File: src/rtl/core/lbp_pkg.sv
// ----------------------------------------------------------------------------
// lbp_pkg
// Shared types, constants and code tables for the 3x3 LBP stream block.
// ----------------------------------------------------------------------------
package lbp_pkg;

   localparam int PIXEL_BITS      = 8;
   localparam int CODE_BITS       = 8;
   localparam int CFG_SIZE_BITS   = 11;
   localparam int CSR_ADDR_BITS   = 4;
   localparam int CSR_DATA_BITS   = 32;
   localparam int DEF_MAX_WIDTH   = 1024;
   localparam int DEF_MAX_HEIGHT  = 1024;
   localparam int MIN_SIZE        = 3;
   localparam int CODE_COUNT      = 256;

   localparam logic [CFG_SIZE_BITS-1:0] RESET_WIDTH  = 11'd640;
   localparam logic [CFG_SIZE_BITS-1:0] RESET_HEIGHT = 11'd480;

   // Register index, taken from paddr[3:2]. Index 3 holds no register.
   typedef enum logic [1:0] {
      REG_IMAGE_WIDTH  = 2'd0,
      REG_IMAGE_HEIGHT = 2'd1,
      REG_CODE_MODE    = 2'd2
   } reg_index_type;

   typedef enum logic [1:0] {
      MODE_RAW      = 2'd0,
      MODE_RI_MIN   = 2'd1,
      MODE_RI_INDEX = 2'd2,
      MODE_UNIFORM  = 2'd3
   } code_mode_type;

   // Per-item position flags handed from the position counters downstream.
   typedef struct packed {
      logic emit;
      logic row_last;
      logic frame_last;
   } flags_type;

   typedef logic [CODE_BITS-1:0] lut_type [CODE_COUNT];

   function automatic logic [7:0] rot_right(input logic [7:0] v, input int n);
      logic [7:0] res;
      res = (v >> n) | (v << (8 - n));
      return res;
   endfunction

   function automatic logic [7:0] rot_min(input logic [7:0] v);
      logic [7:0] best;
      logic [7:0] t;
      best = v;
      for (int n = 1; n < 8; n++) begin
         t = rot_right(v, n);
         if (t < best) best = t;
      end
      return best;
   endfunction

   function automatic int hops(input logic [7:0] v);
      logic [7:0] d;
      int cnt;
      d = v ^ rot_right(v, 1);
      cnt = 0;
      for (int i = 0; i < 8; i++) cnt += int'(d[i]);
      return cnt;
   endfunction

   function automatic lut_type build_ri_min_lut();
      lut_type lut;
      for (int v = 0; v < CODE_COUNT; v++) lut[v] = rot_min(8'(v));
      return lut;
   endfunction

   // Position of the rotation minimum among all rotation minima, ascending.
   function automatic lut_type build_ri_index_lut();
      lut_type lut;
      logic [7:0] m;
      int idx;
      for (int v = 0; v < CODE_COUNT; v++) begin
         m = rot_min(8'(v));
         idx = 0;
         for (int u = 0; u < CODE_COUNT; u++) begin
            if (u < int'(m) && rot_min(8'(u)) == 8'(u)) idx++;
         end
         lut[v] = 8'(idx);
      end
      return lut;
   endfunction

   // Uniform codes get labels 1..58 in increasing code order, all others 0.
   function automatic lut_type build_uniform_lut();
      lut_type lut;
      int lab;
      lab = 1;
      for (int v = 0; v < CODE_COUNT; v++) begin
         if (hops(8'(v)) <= 2) begin
            lut[v] = 8'(lab);
            lab++;
         end else begin
            lut[v] = '0;
         end
      end
      return lut;
   endfunction

   localparam lut_type RI_MIN_LUT   = build_ri_min_lut();
   localparam lut_type RI_INDEX_LUT = build_ri_index_lut();
   localparam lut_type UNIFORM_LUT  = build_uniform_lut();

endpackage

File: src/rtl/core/lbp_pos.sv
// ----------------------------------------------------------------------------
// lbp_pos
// Column and row counters with the row, frame and interior flags per item.
// ----------------------------------------------------------------------------
module lbp_pos #(
   parameter int MAX_WIDTH  = lbp_pkg::DEF_MAX_WIDTH,
   parameter int MAX_HEIGHT = lbp_pkg::DEF_MAX_HEIGHT
) (
   input  logic                              clock,
   input  logic                              reset,
   input  logic                              advance,
   input  logic [lbp_pkg::CFG_SIZE_BITS-1:0] width_cfg,
   input  logic [lbp_pkg::CFG_SIZE_BITS-1:0] height_cfg,
   output logic [$clog2(MAX_WIDTH)-1:0]      col,
   output lbp_pkg::flags_type                flags
);
   import lbp_pkg::*;

   localparam int CW  = $clog2(MAX_WIDTH);
   localparam int RW  = $clog2(MAX_HEIGHT);
   localparam int WCW = (CW + 1 > CFG_SIZE_BITS) ? CW + 1 : CFG_SIZE_BITS;
   localparam int HCW = (RW + 1 > CFG_SIZE_BITS) ? RW + 1 : CFG_SIZE_BITS;

   logic [CW-1:0]  col_ff, col_in;
   logic [RW-1:0]  row_ff, row_in;
   logic [WCW-1:0] w_cfg, w_eff;
   logic [HCW-1:0] h_cfg, h_eff;
   logic           row_last, frame_last;

   // Sizes below the minimum act as the minimum, above the maximum as it.
   always_comb begin
      w_cfg = WCW'(width_cfg);
      h_cfg = HCW'(height_cfg);
      if (w_cfg < WCW'(MIN_SIZE)) begin
         w_eff = WCW'(MIN_SIZE);
      end else if (w_cfg > WCW'(MAX_WIDTH)) begin
         w_eff = WCW'(MAX_WIDTH);
      end else begin
         w_eff = w_cfg;
      end
      if (h_cfg < HCW'(MIN_SIZE)) begin
         h_eff = HCW'(MIN_SIZE);
      end else if (h_cfg > HCW'(MAX_HEIGHT)) begin
         h_eff = HCW'(MAX_HEIGHT);
      end else begin
         h_eff = h_cfg;
      end
   end

   always_comb begin
      row_last   = (WCW'(col_ff) + WCW'(1)) >= w_eff;
      frame_last = row_last && ((HCW'(row_ff) + HCW'(1)) >= h_eff);
      col_in     = col_ff;
      row_in     = row_ff;
      if (advance) begin
         if (row_last) begin
            col_in = '0;
            row_in = frame_last ? '0 : RW'(row_ff + RW'(1));
         end else begin
            col_in = CW'(col_ff + CW'(1));
         end
      end
   end

   always_ff @(posedge clock) begin
      if (reset) begin
         col_ff <= '0;
         row_ff <= '0;
      end else begin
         col_ff <= col_in;
         row_ff <= row_in;
      end
   end

   assign col              = col_ff;
   assign flags.emit       = (row_ff >= RW'(2)) && (col_ff >= CW'(2));
   assign flags.row_last   = row_last;
   assign flags.frame_last = frame_last;

endmodule

File: config.mk
export PLATFORM = sky130hd
export DESIGN_NAME = lbp_pos
export DESIGN_NICKNAME = d
export VERILOG_FILES = /design/src/rtl/core/lbp_pkg.sv /design/src/rtl/core/lbp_pos.sv
export SDC_FILE = /design/constraint.sdc
export NUM_CORES = 1
export LEC_CHECK = 0
export ABC_AREA = 1
export BUFFER_PORTS_ARGS = -buffer_cell sky130_fd_sc_hd__buf_2
export CORE_MARGIN = 2
export CORE_UTILIZATION = 55
export DETAILED_ROUTE_END_ITERATION = 6
export GPL_TIMING_DRIVEN = 0
export MAX_ROUTING_LAYER = met4
export PLACE_DENSITY = 0.76
export SYNTH_ARGS = -nofsm -noshare
export SYNTH_HDL_FRONTEND = slang
export SYNTH_SLANG_ARGS = --single-unit
File: constraint.sdc
create_clock -name clock -period 3.8 [get_ports clock]
set_input_delay 0.95 -clock clock [delete_from_list [all_inputs] [get_ports clock]]
set_output_delay 0.95 -clock clock [all_outputs]
set_load 0.02 [all_outputs]
## Yosys cells after proc, flatten, opt, wreduce, memory -nomap -nowiden

Cells that the tools add are included.

- Flip-flop bits (word level): 20
- Input port bits: 25
- Output and inout port bits: 13
- Word-level logic and storage cells: 23

- $add $sub $neg: 4
- Order comparisons: 8
- Muxes and demuxes: 6
- Reductions and logical operators: 3

Operators with widths:

| cell | count |
|---|---|
| 11-bit 2-to-1 mux | 4 |
| 10-bit by 1-bit adder with 11-bit output (second input constant) | 2 |
| 11-bit >= comparator | 2 |
| 11-bit > comparator (second input constant) | 2 |
| 11-bit by 2-bit less-than comparator with 1-bit output (second input constant) | 2 |
| 10-bit by 1-bit adder with 10-bit output (second input constant) | 2 |
| 10-bit by 2-bit >= comparator with 1-bit output (second input constant) | 2 |
| 10-bit 2-to-1 mux | 2 |
| 1-bit logical AND | 2 |
| 2-bit AND reduction | 1 |

## Longest topological paths before layout

Gate-level depths: netlist of run 1.

- Word-level depth: 6
- Depth in mapped cells: 18
- Gate-level depth less buffers: 17

## Least setup slack after synthesis of run 1

No wires, ideal clock.

- Path type: input to output
- From: in width_cfg[7] (netlist name)
- To: out flags[0] (netlist name)
- Arrival: 2.755 ns
- Required time: 2.850 ns
- Path slack: 0.095 ns
- Cell stages on the path: 16
- Path buffers: 1
- Path through: nor4_1 nand3_1 o31ai_4 nand2_1 ha_1 nand2_1 inv_2 nand2_1 nand2_1 nand2_1 nand2_2 nor2_4 inv_2 o21ai_0 inv_1 buf_4

- Longest elaborated chain between the ends: 5
- Elaborated cells between the ends (all ways): 6
- Those cells by class: order compare: 3; mux: 2; reduce/logical: 1

RTL lines:

| element | line | text |
|---|---|---|
| start: declaration | lbp_pos.sv:12 | `input logic [lbp_pkg::CFG_SIZE_BITS-1:0] width_cfg,` |
| 11-bit > comparator | lbp_pos.sv:36 | `end else if (w_cfg > WCW'(MAX_WIDTH)) begin` |
| 11-bit 2-to-1 mux | lbp_pos.sv:36 |  |
| 11-bit 2-to-1 mux * | lbp_pos.sv:34 | `if (w_cfg < WCW'(MIN_SIZE)) begin` |
| 11-bit >= comparator * | lbp_pos.sv:51 | `row_last = (WCW'(col_ff) + WCW'(1)) >= w_eff;` |
| via row_last | lbp_pos.sv:28 | `logic row_last, frame_last;` |
| 1-bit logical AND * | lbp_pos.sv:52 | `frame_last = row_last && ((HCW'(row_ff) + HCW'(1)) >= h_eff);` |
| end: declaration | lbp_pos.sv:15 | `output lbp_pkg::flags_type flags` |

Mark *: on every way through the listed nets, which the timed path passes. The rest lies on a longest branch.

## Worst setup path after layout of run 1

- From: in width_cfg[8] (netlist name)
- To: out flags[0] (netlist name)

Same word-level chain as after synthesis.

==> results of run 1 <==
[state kept, by name (all words and copies together) (netlist names)]
name	count
row_ff	10
col	10
[cell families after synthesis]
logic type	Yosys count	share of synthesized area (%)
AOI/OAI and AO/OA	42	13.1
xor gates and xnor gates	13	5.76
adders and majority gates	26	16.4
DFF	20	20.2
and+or+nand+nor	144	35.1
buffers and inverters	44	9.36
[worst reg2reg max path, delay by kind of cell, from the launching register on]
kind	cells	cell delay, ps
AND/OR/NAND/NOR	10	1290
AO/OA/AOI/OAI	1	140
adder cells (fa/ha/maj)	2	530
buffers and inverters	4	370
flip-flops	1	470
[what timing repair did]
| item | CTS | global route |
|---|---|---|
| resized for setup | 24 | 12 |
| endpoints found under the setup margin | 2 | 2 |
| setup buffers | 4 | 1 |
| pin swaps | 20 | 14 |
[cell usage after synthesis (2+ instances only)]
master	count
sky130_fd_sc_hd__nor2_1	32
sky130_fd_sc_hd__nand3_2	4
sky130_fd_sc_hd__nand3b_1	4
sky130_fd_sc_hd__nand2_2	3
sky130_fd_sc_hd__xor2_1	11
sky130_fd_sc_hd__ha_1	26
sky130_fd_sc_hd__a21oi_2	3
sky130_fd_sc_hd__inv_2	3
sky130_fd_sc_hd__inv_1	35
sky130_fd_sc_hd__nand2_1	65
sky130_fd_sc_hd__o21ai_1	3
sky130_fd_sc_hd__a21o_1	2
sky130_fd_sc_hd__xnor2_1	2
sky130_fd_sc_hd__nand4_1	4
sky130_fd_sc_hd__nand3_1	9
sky130_fd_sc_hd__o21ai_0	16
sky130_fd_sc_hd__dfxtp_1	20
sky130_fd_sc_hd__nor3_2	3
sky130_fd_sc_hd__nor3_1	3
sky130_fd_sc_hd__a21oi_1	13
sky130_fd_sc_hd__nor2_2	4
sky130_fd_sc_hd__buf_4	3
sky130_fd_sc_hd__nor4_1	8
[power by group]
part,switching [µW],internal [µW]
combinational,150,108
clock,73.0,107
sequential,17.9,223
total,240,438
[final cells by class]
class | count | area share, %
buffer | 5 | 1.41
multi-input combinational | 225 | 62.2
timing repair buffer | 41 | 10.1
tap | 46 | 2.32
clock inverter | 1 | 1.21
inverter | 38 | 5.75
clock buffer | 3 | 0.908
sequential | 20 | 16.1
[routing by layer]
metal  routed length [µm]  global-route usage [%]  part of all wire, %
met2                 2560                    48.3                   54
met5                    0                       -                    0
met4                  103                    6.25                  2.2
met3                  146                    4.58                  3.1
met1                 1950                    26.3                   41
[how the worst max path moves through the flow]
stage               end    startpoint
3_5_place_dp   flags[0]  width_cfg[7]
4_1_cts        flags[0]  width_cfg[6]
3_3_place_gp   flags[0]  width_cfg[7]
2_1_floorplan  flags[0]  width_cfg[7]
5_1_grt        flags[0]  width_cfg[8]
6_report       flags[0]  width_cfg[8]
[through the flow]
step / total power, µW / cells
2_1_floorplan: 399 / 289
3_3_place_gp: 460 / 371
3_5_place_dp: 465 / 371
4_1_cts: 670 / 378
5_1_grt: 725 / 379
6_report: 679 / 379
==> flow_summary.toml, run 1 <==
[status]
outcome = "finished with violations"
violations = "negative setup slack"

[sta]
timing.final.crit_share_pct = 103
f_max_mhz = 255
layout_min_cycle_time_ps = 3930
totalNegativeSetupSlack_ps = -241
slew-limit-headroom_pct = 69.5
max_slew.worst_pin.slew_ps = 458
setup_viol = 2
final_critical_path_setup_slack_ps = -128
unrepaired_setup_endpoints_after_global_routing = "yes"
slew_viols_final = 0
timing_hold_violations_final = 0
final.setup_skew_ps = 16.5
hold_slack_ps = 500

[grt]
grt_overflow_total = 0
first_pass_grt_wire_length_um = 8050
grt_start_max_net_pins = 13
grt_antenna_before_repair = 0
track_usage_pct = 25.2
grt_pass1_vias = 1910

[place]
post-dp-hpwl_um = 3680
post_dp_area_um2 = 2220
dpl_worst_slack_ps = -489
place.port_buffers = 36
gp_congestion = 0.845

[routing]
drt-initial-drc-count = 120
drt_wl_total_um = 4760
post-route-drc-count = 0
post_drt_via_cell_ratio = 5.29
routedWlPerCell_um = 12.6
detail-route-antenna-nets = 0
via_count = 2005
drt_first_pass_iters = 4

[logic_synthesis]
synth.yosys.warnings = 0
count_of_flip_flops_with_a_built_in_enable_after_synthesis = 0
synth_top_cell_area_share_pct = 20.2
synth.distinct_cells = 36
ffs_latches_synth = 20
synth_area_um2 = 1980
post_synth.cell_area_avg_um2 = 6.84
async_reset_ff_share_pct = 0
mappedNetlistNets = 340
synth_sequential_area_ratio_pct = 20.2
ys_top_cells_by_area = "sky130_fd_sc_hd__dfxtp_1 (20%), sky130_fd_sc_hd__ha_1 (16%), sky130_fd_sc_hd__nand2_1 (12%), sky130_fd_sc_hd__inv_1 (6.6%), sky130_fd_sc_hd__nor2_1 (6.1%)"
synthFlopType = "sky130_fd_sc_hd__dfxtp_1"
synth_instances = 289
synthDominantAreaCellType = "sky130_fd_sc_hd__dfxtp_1"

[critical_path]
worst-endpoint-arrival_ps = 2980
setup.reg_to_reg.worst_slack_ps = 950
crit_path_start_kind = "input pin"
criticalPathCategory = "input pin to primary output"
critical_path.n_buffers_inverters = 5
timing.critical_path.slowest_cell_delay_ps = 310
cp_cell_sequence = "buf_6 -> nor4_4 -> nand3_2 -> o31ai_4 -> buf_6 -> nand2_2 -> ha_4 -> nand2_4 -> nor2_1 -> nand3b_1 -> nand2_2 -> nor2_4 -> inv_2 -> o21ai_1 -> inv_1 -> buf_6"
cp.required_ps = 2850
critical_path.slowest_cell = "sky130_fd_sc_hd__nor4_4"
cp_most_frequent_cell = "sky130_fd_sc_hd__buf_6"
cp_depth = 16
timing.reg2reg.worst_path_depth = 17
critical_path.endpoint_type = "primary output"
worstReg2RegEnd = "col[8]"
peak_fanout_along_the_critical_path = 3
family_with_the_most_delay_on_the_worst_path = "simple AND/OR/NAND/NOR gates"
rr_startpoint = "col[0]"

[clocking]
insertion_delay_ps = 320
ctsHtreeMaxLevel = 1
cts_tree = "yes"
cts_sinks = 20
clock-root-buffer = "sky130_fd_sc_hd__clkbuf_4"
clkSlewWorstSetupHoldPaths_ps = 130
ctsHoldBuffers = 0
clock_tree.buffer_depth = 2
tritoncts.num_buffers = 3

[floorplan]
core-area_um2 = 3390
floorplan.rows = 21
fp.dieArea_um2 = 4090
floorplan.die.height_um = 64.0
start_util_pct = 58.4
die_width_um = 64.0
ioPinCount = 38

[layout]
layout.cell_area.non_filler_um2 = 2480
layout.cells.most_common_list = "sky130_fd_sc_hd__nand2_1 (53), sky130_fd_sc_hd__inv_1 (35), sky130_fd_sc_hd__buf_2 (32), sky130_fd_sc_hd__nor2_1 (31)"
drive_gt1_share_pct = 29.1
seqCellArea_um2 = 400
finish.net_count = 385
utilization_pct = 73.2
multiInputGateArea_um2 = 1540
n_fill_cell = 276
antenna_cells_inserted = 0
final_common_cell = "sky130_fd_sc_hd__nand2_1"
syn_to_final_growth_pct = 25.4

[power]
leakage_uw = 0.00124
vdd_drop_max_mv = 0.306
power.density_nw_per_um2 = 274

[hold_path]
min-delay-start = "row_ff[8]"
worstHoldPathCells = 2
worst_hold_path.endpoint = "row_ff[8]"
type_of_the_worst_min_delay_path = "flop to flop"

[run]
cap_violations = 0
No activity file was read; power rests on OpenSTA's default activity.
==> inputs of run 2 (changes only) <==
Settings changed: CORE_ASPECT_RATIO set to 0.8.
==> run 2 against run 1 <==
The flow still finishes with violations (negative setup slack). Combinational power is 14% higher. Total power is 3.6% higher. Sequential share of layout area is 0.60 points lower. Die area hardly changed. First-iteration DRC count is 47% higher. Sequential cell count stayed put. Utilization is 1.5 points higher. Non-clock buffer count is 10 higher. Critical path depth is 9 higher. Clock-buffer cell count is 1 higher. Critical path type is now input pin to flop. Critical endpoint is now col[9]. Highest routed layer unchanged.
==> flow_summary.toml, run 2 (same netlist as run 1, synthesis figures left out) <==
[clocking]
tritoncts.num_buffers = 3
ctsHtreeMaxLevel = 1
insertion_delay_ps = 260
cts_tree = "yes"
clock_tree.buffer_depth = 2
clkSlewWorstSetupHoldPaths_ps = 80
cts_sinks = 20
clock-root-buffer = "sky130_fd_sc_hd__clkbuf_8"

[critical_path]
peak_fanout_along_the_critical_path = 6
worst-endpoint-arrival_ps = 4190
cp.required_ps = 4000
criticalPathCategory = "input pin to flop"
critical_path.slowest_cell = "sky130_fd_sc_hd__o31ai_4"
timing.reg2reg.worst_path_depth = 24
cp_most_frequent_cell = "sky130_fd_sc_hd__buf_4"
critical_path.endpoint_type = "flop"
origin_of_the_worst_setup_path = "width_cfg[8]"
rr_startpoint = "col[0]"
timing.critical_path.slowest_cell_delay_ps = 280
crit_path_start_kind = "input pin"

[floorplan]
start_util_pct = 57.4
floorplan.rows = 19
floorplan.die.height_um = 57.6
ioPinCount = 38
core-area_um2 = 3450
die_width_um = 71.1
fp.dieArea_um2 = 4100

[routing]
post-route-drc-count = 0
drt_first_pass_iters = 4
post_drt_via_cell_ratio = 5.33
drt_wl_total_um = 5190
via_count = 2053
routedWlPerCell_um = 13.5
detail-route-antenna-nets = 0
drt-initial-drc-count = 176

[grt]
track_usage_pct = 24.9
grt_pass1_vias = 1784
grt_antenna_before_repair = 0
grt_start_max_net_pins = 12
grt_overflow_total = 0
first_pass_grt_wire_length_um = 8040

[status]
outcome = "finished with violations"
violations = "negative setup slack"

[layout]
finish.net_count = 395
antenna_cells_inserted = 0
drive_gt1_share_pct = 29.4
final_common_cell = "sky130_fd_sc_hd__nand2_1"
layout.cell_area.non_filler_um2 = 2580
n_fill_cell = 251
layout.cells.most_common_list = "sky130_fd_sc_hd__nand2_1 (60), sky130_fd_sc_hd__inv_1 (34), sky130_fd_sc_hd__buf_2 (32), sky130_fd_sc_hd__nor2_1 (31), sky130_fd_sc_hd__ha_1 (21)"
syn_to_final_growth_pct = 30.2

[sta]
f_max_mhz = 250
max_slew.worst_pin.slew_ps = 490
timing.final.crit_share_pct = 105
timing_hold_violations_final = 0
layout_min_cycle_time_ps = 4000
slew_viols_final = 0
final.setup_skew_ps = 3.58
final_critical_path_setup_slack_ps = -197
slew-limit-headroom_pct = 67.3
unrepaired_setup_endpoints_after_global_routing = "yes"
setup_viol = 17

[run]
cap_violations = 0

[power]
vdd_drop_max_mv = 0.160
leakage_uw = 0.00129
power.density_nw_per_um2 = 273

[place]
place.port_buffers = 36
post_dp_area_um2 = 2210
gp_congestion = 0.904
post-dp-hpwl_um = 3600
dpl_worst_slack_ps = -414

[hold_path]
worstHoldPathCells = 2
min-delay-start = "row_ff[8]"
type_of_the_worst_min_delay_path = "flop to flop"
==> run 2: per-layer routing <==
metal	share of wire, %	routed length [µm]	vias up	track usage [%]
met3	7.5	391	7	0.870
met5	0	0	-	-
met4	1.1	57	0	5.39
met1	47	2440	915	38.4
li1	-	-	1056	-
met2	44	2300	75	36.2
==> run 2: worst paths after layout <==
kind	end	slack, ps
max reg2reg	col[9]	50
min reg2reg	row_ff[8]	490
max	col[9]	-200
min	row_ff[8]	490
==> run 2: stage by stage <==
stage	std cells	total power, µW	utilization, %	hold slack (ps)	setup TNS, ps
floorplan	289	399	-	457	0
global placement	367	461	64.1	475	-693
detailed placement	367	464	64.1	481	-703
CTS	381	659	70.6	493	-1780
global route	385	738	74.7	516	-4820
finish	385	703	74.7	493	-2550
==> run 2: report_power, final <==
part	switching, µW	total, µW	internal (µW)
Sequential	18.4	241	223
Combinational	165	295	130
Clock	74.2	167	92.4
Total	258	703	446
==> run 2: area by class of cell <==
| type | count | area [µm²] | area share, % |
|---|---|---|---|
| flip-flops and latches | 20 | 400 | 15.5 |
| repair buffers | 51 | 343 | 13.3 |
| clock buffers | 4 | 55.1 | 2.14 |
| multi-input cells | 225 | 1540 | 59.8 |
| inverters | 38 | 143 | 5.54 |
| plain buffers | 5 | 42.5 | 1.65 |
| well taps | 42 | 52.6 | 2.04 |
==> run 2: critical path: cells and delay by family <==
family	cells	cell delay, ps
buf+inv	12	1480
fa+ha+maj	1	230
simple gates	10	1030
compound gates	2	480
==> run 2: timing repair <==
action,CTS,global route
cloned,0,1
pin swaps,11,6
hold buffers,0,0
setup endpoints to repair,2,20
resized for setup,19,18
buffers inserted,11,3
==> inputs of run 3 (changes only) <==
Settings changed: GPL_TIMING_DRIVEN 0 to not set.
==> run 3 against run 2 <==
The flow still finishes with violations (negative setup slack). Clock skew shrank 2.6 ps. Register-to-register slack better by 270 ps. Cell count rose by 1.8%. Via count grew 4.8%. First-iteration DRC count decreased by 8.5%.
==> flow_summary.toml, run 3 (same netlist as run 1, synthesis figures left out) <==
[layout]
antenna_cells_inserted = 0
syn_to_final_growth_pct = 33.1
final_common_cell = "sky130_fd_sc_hd__nand2_1"
layout.cells.most_common_list = "sky130_fd_sc_hd__nand2_1 (56), sky130_fd_sc_hd__inv_1 (35), sky130_fd_sc_hd__buf_2 (34), sky130_fd_sc_hd__nor2_1 (30), sky130_fd_sc_hd__buf_4 (24)"
drive_gt1_share_pct = 33.1
finish.net_count = 402

[sta]
setup_viol = 2
slew-limit-headroom_pct = 68.3
f_max_mhz = 251
final.setup_skew_ps = 0.956
final_critical_path_setup_slack_ps = -176
max_slew.worst_pin.slew_ps = 474
unrepaired_setup_endpoints_after_global_routing = "yes"
layout_min_cycle_time_ps = 3980
timing.final.crit_share_pct = 105
timing_hold_violations_final = 0
totalNegativeSetupSlack_ps = -222
slew_viols_final = 0

[routing]
via_count = 2152
drt_wl_total_um = 5630
post-route-drc-count = 0
drt-initial-drc-count = 161
detail-route-antenna-nets = 0
routedWlPerCell_um = 14.4
post_drt_via_cell_ratio = 5.49
drt_first_pass_iters = 5

[grt]
track_usage_pct = 26.7
first_pass_grt_wire_length_um = 8510
grt_pass1_vias = 1928
grt_antenna_before_repair = 0
grt_overflow_total = 0
grt_start_max_net_pins = 16

[clocking]
clock_tree.buffer_depth = 2
clkSlewWorstSetupHoldPaths_ps = 80
clock-root-buffer = "sky130_fd_sc_hd__clkbuf_8"
cts_sinks = 20
ctsHtreeMaxLevel = 1
tritoncts.num_buffers = 3
cts_tree = "yes"
insertion_delay_ps = 260

[floorplan]
floorplan.rows = 19
start_util_pct = 57.4
die_width_um = 71.1
ioPinCount = 38
core-area_um2 = 3450
fp.dieArea_um2 = 4100
floorplan.die.height_um = 57.6

[run]
cap_violations = 0

[critical_path]
crit_path_start_kind = "input pin"
criticalPathCategory = "input pin to primary output"
critical_path.endpoint_type = "primary output"
origin_of_the_worst_setup_path = "height_cfg[7]"
worst-endpoint-arrival_ps = 3030
rr_startpoint = "col[0]"
cp.required_ps = 2850
setup.reg_to_reg.worst_slack_ps = 320
peak_fanout_along_the_critical_path = 6

[status]
outcome = "finished with violations"
violations = "negative setup slack"

[power]
tot_pwr_uw = 750
power.density_nw_per_um2 = 285
comb_power_share_pct = 38.8
p_seq_share_pct = 32.3
p_sw_uw = 261
clock_power_share_pct = 28.9
internal-power_uw = 488
vdd_drop_max_mv = 0.202
switching_share_pct = 34.9
leakage_uw = 0.00133

[place]
place.port_buffers = 37
post-dp-hpwl_um = 3710
gp_congestion = 0.903

[hold_path]
min-delay-start = "row_ff[9]"
type_of_the_worst_min_delay_path = "flop to flop"
## run 3: per-layer routing
layer | global-route usage (%) | wire length, µm | vias to the layer above
met5 | - | 0 | -
met4 | 7.28 | 144 | 0
met3 | 2.26 | 261 | 15
met2 | 41.1 | 2550 | 79
met1 | 38.1 | 2680 | 987
li1 | - | - | 1071
## run 3: power by group through the flow
stage,Sequential (µW),Combinational (µW),Clock (µW)
4_1_cts,241,256,217
2_1_floorplan,252,147,0
5_1_grt,244,320,224
3_5_place_dp,246,231,0
3_3_place_gp,245,226,0
6_report,242,291,217
## run 3: layout make-up
cell class | instances | area (µm²)
Clock buffer | 3 | 41.3
Tap cell | 42 | 52.6
Inverter | 38 | 143
Clock inverter | 1 | 30.0
Timing Repair Buffer | 62 | 395
Multi-Input combinational cell | 226 | 1570
Sequential cell | 20 | 400
Fill cell | 239 | 813
## run 3: final timing paths
check	to	cells after the start
min	row_ff[9]	2
max	flags[0]	15
min reg2reg	row_ff[9]	2
max reg2reg	col[0]	24
## run 3: worst max-delay path, stage by stage
cell                       delay (ps)
sky130_fd_sc_hd__buf_2            110
sky130_fd_sc_hd__nor4_2           290
sky130_fd_sc_hd__nand2_1          110
sky130_fd_sc_hd__o31ai_2          170
sky130_fd_sc_hd__buf_4            170
sky130_fd_sc_hd__nand2_1           70
sky130_fd_sc_hd__ha_1             320
sky130_fd_sc_hd__nand2_1          110
sky130_fd_sc_hd__buf_4            140
sky130_fd_sc_hd__nor2_1           140
sky130_fd_sc_hd__nand3b_1          90
sky130_fd_sc_hd__nand3_1          120
sky130_fd_sc_hd__o21ai_2           60
sky130_fd_sc_hd__inv_1             70
sky130_fd_sc_hd__buf_6            110
## run 3: per-stage QoR
stage	cell area, µm²	hold slack, ps	instances	util, %	worst slack [ps]
final	2630	499	392	76.4	-176
after global routing	2630	521	392	76.4	-282
after CTS	2490	494	389	72.3	-164
after detailed placement	2300	483	379	66.8	-193
after global placement	2300	473	379	66.8	-159
after floorplan	1980	457	289	-	94.8
## run 3: timing repair
action	in CTS	in global routing
setup buffers	6	2
pin swaps	14	14
cloned	0	1
hold buffers	0	0
resized for setup	14	23
setup endpoints to repair	2	20
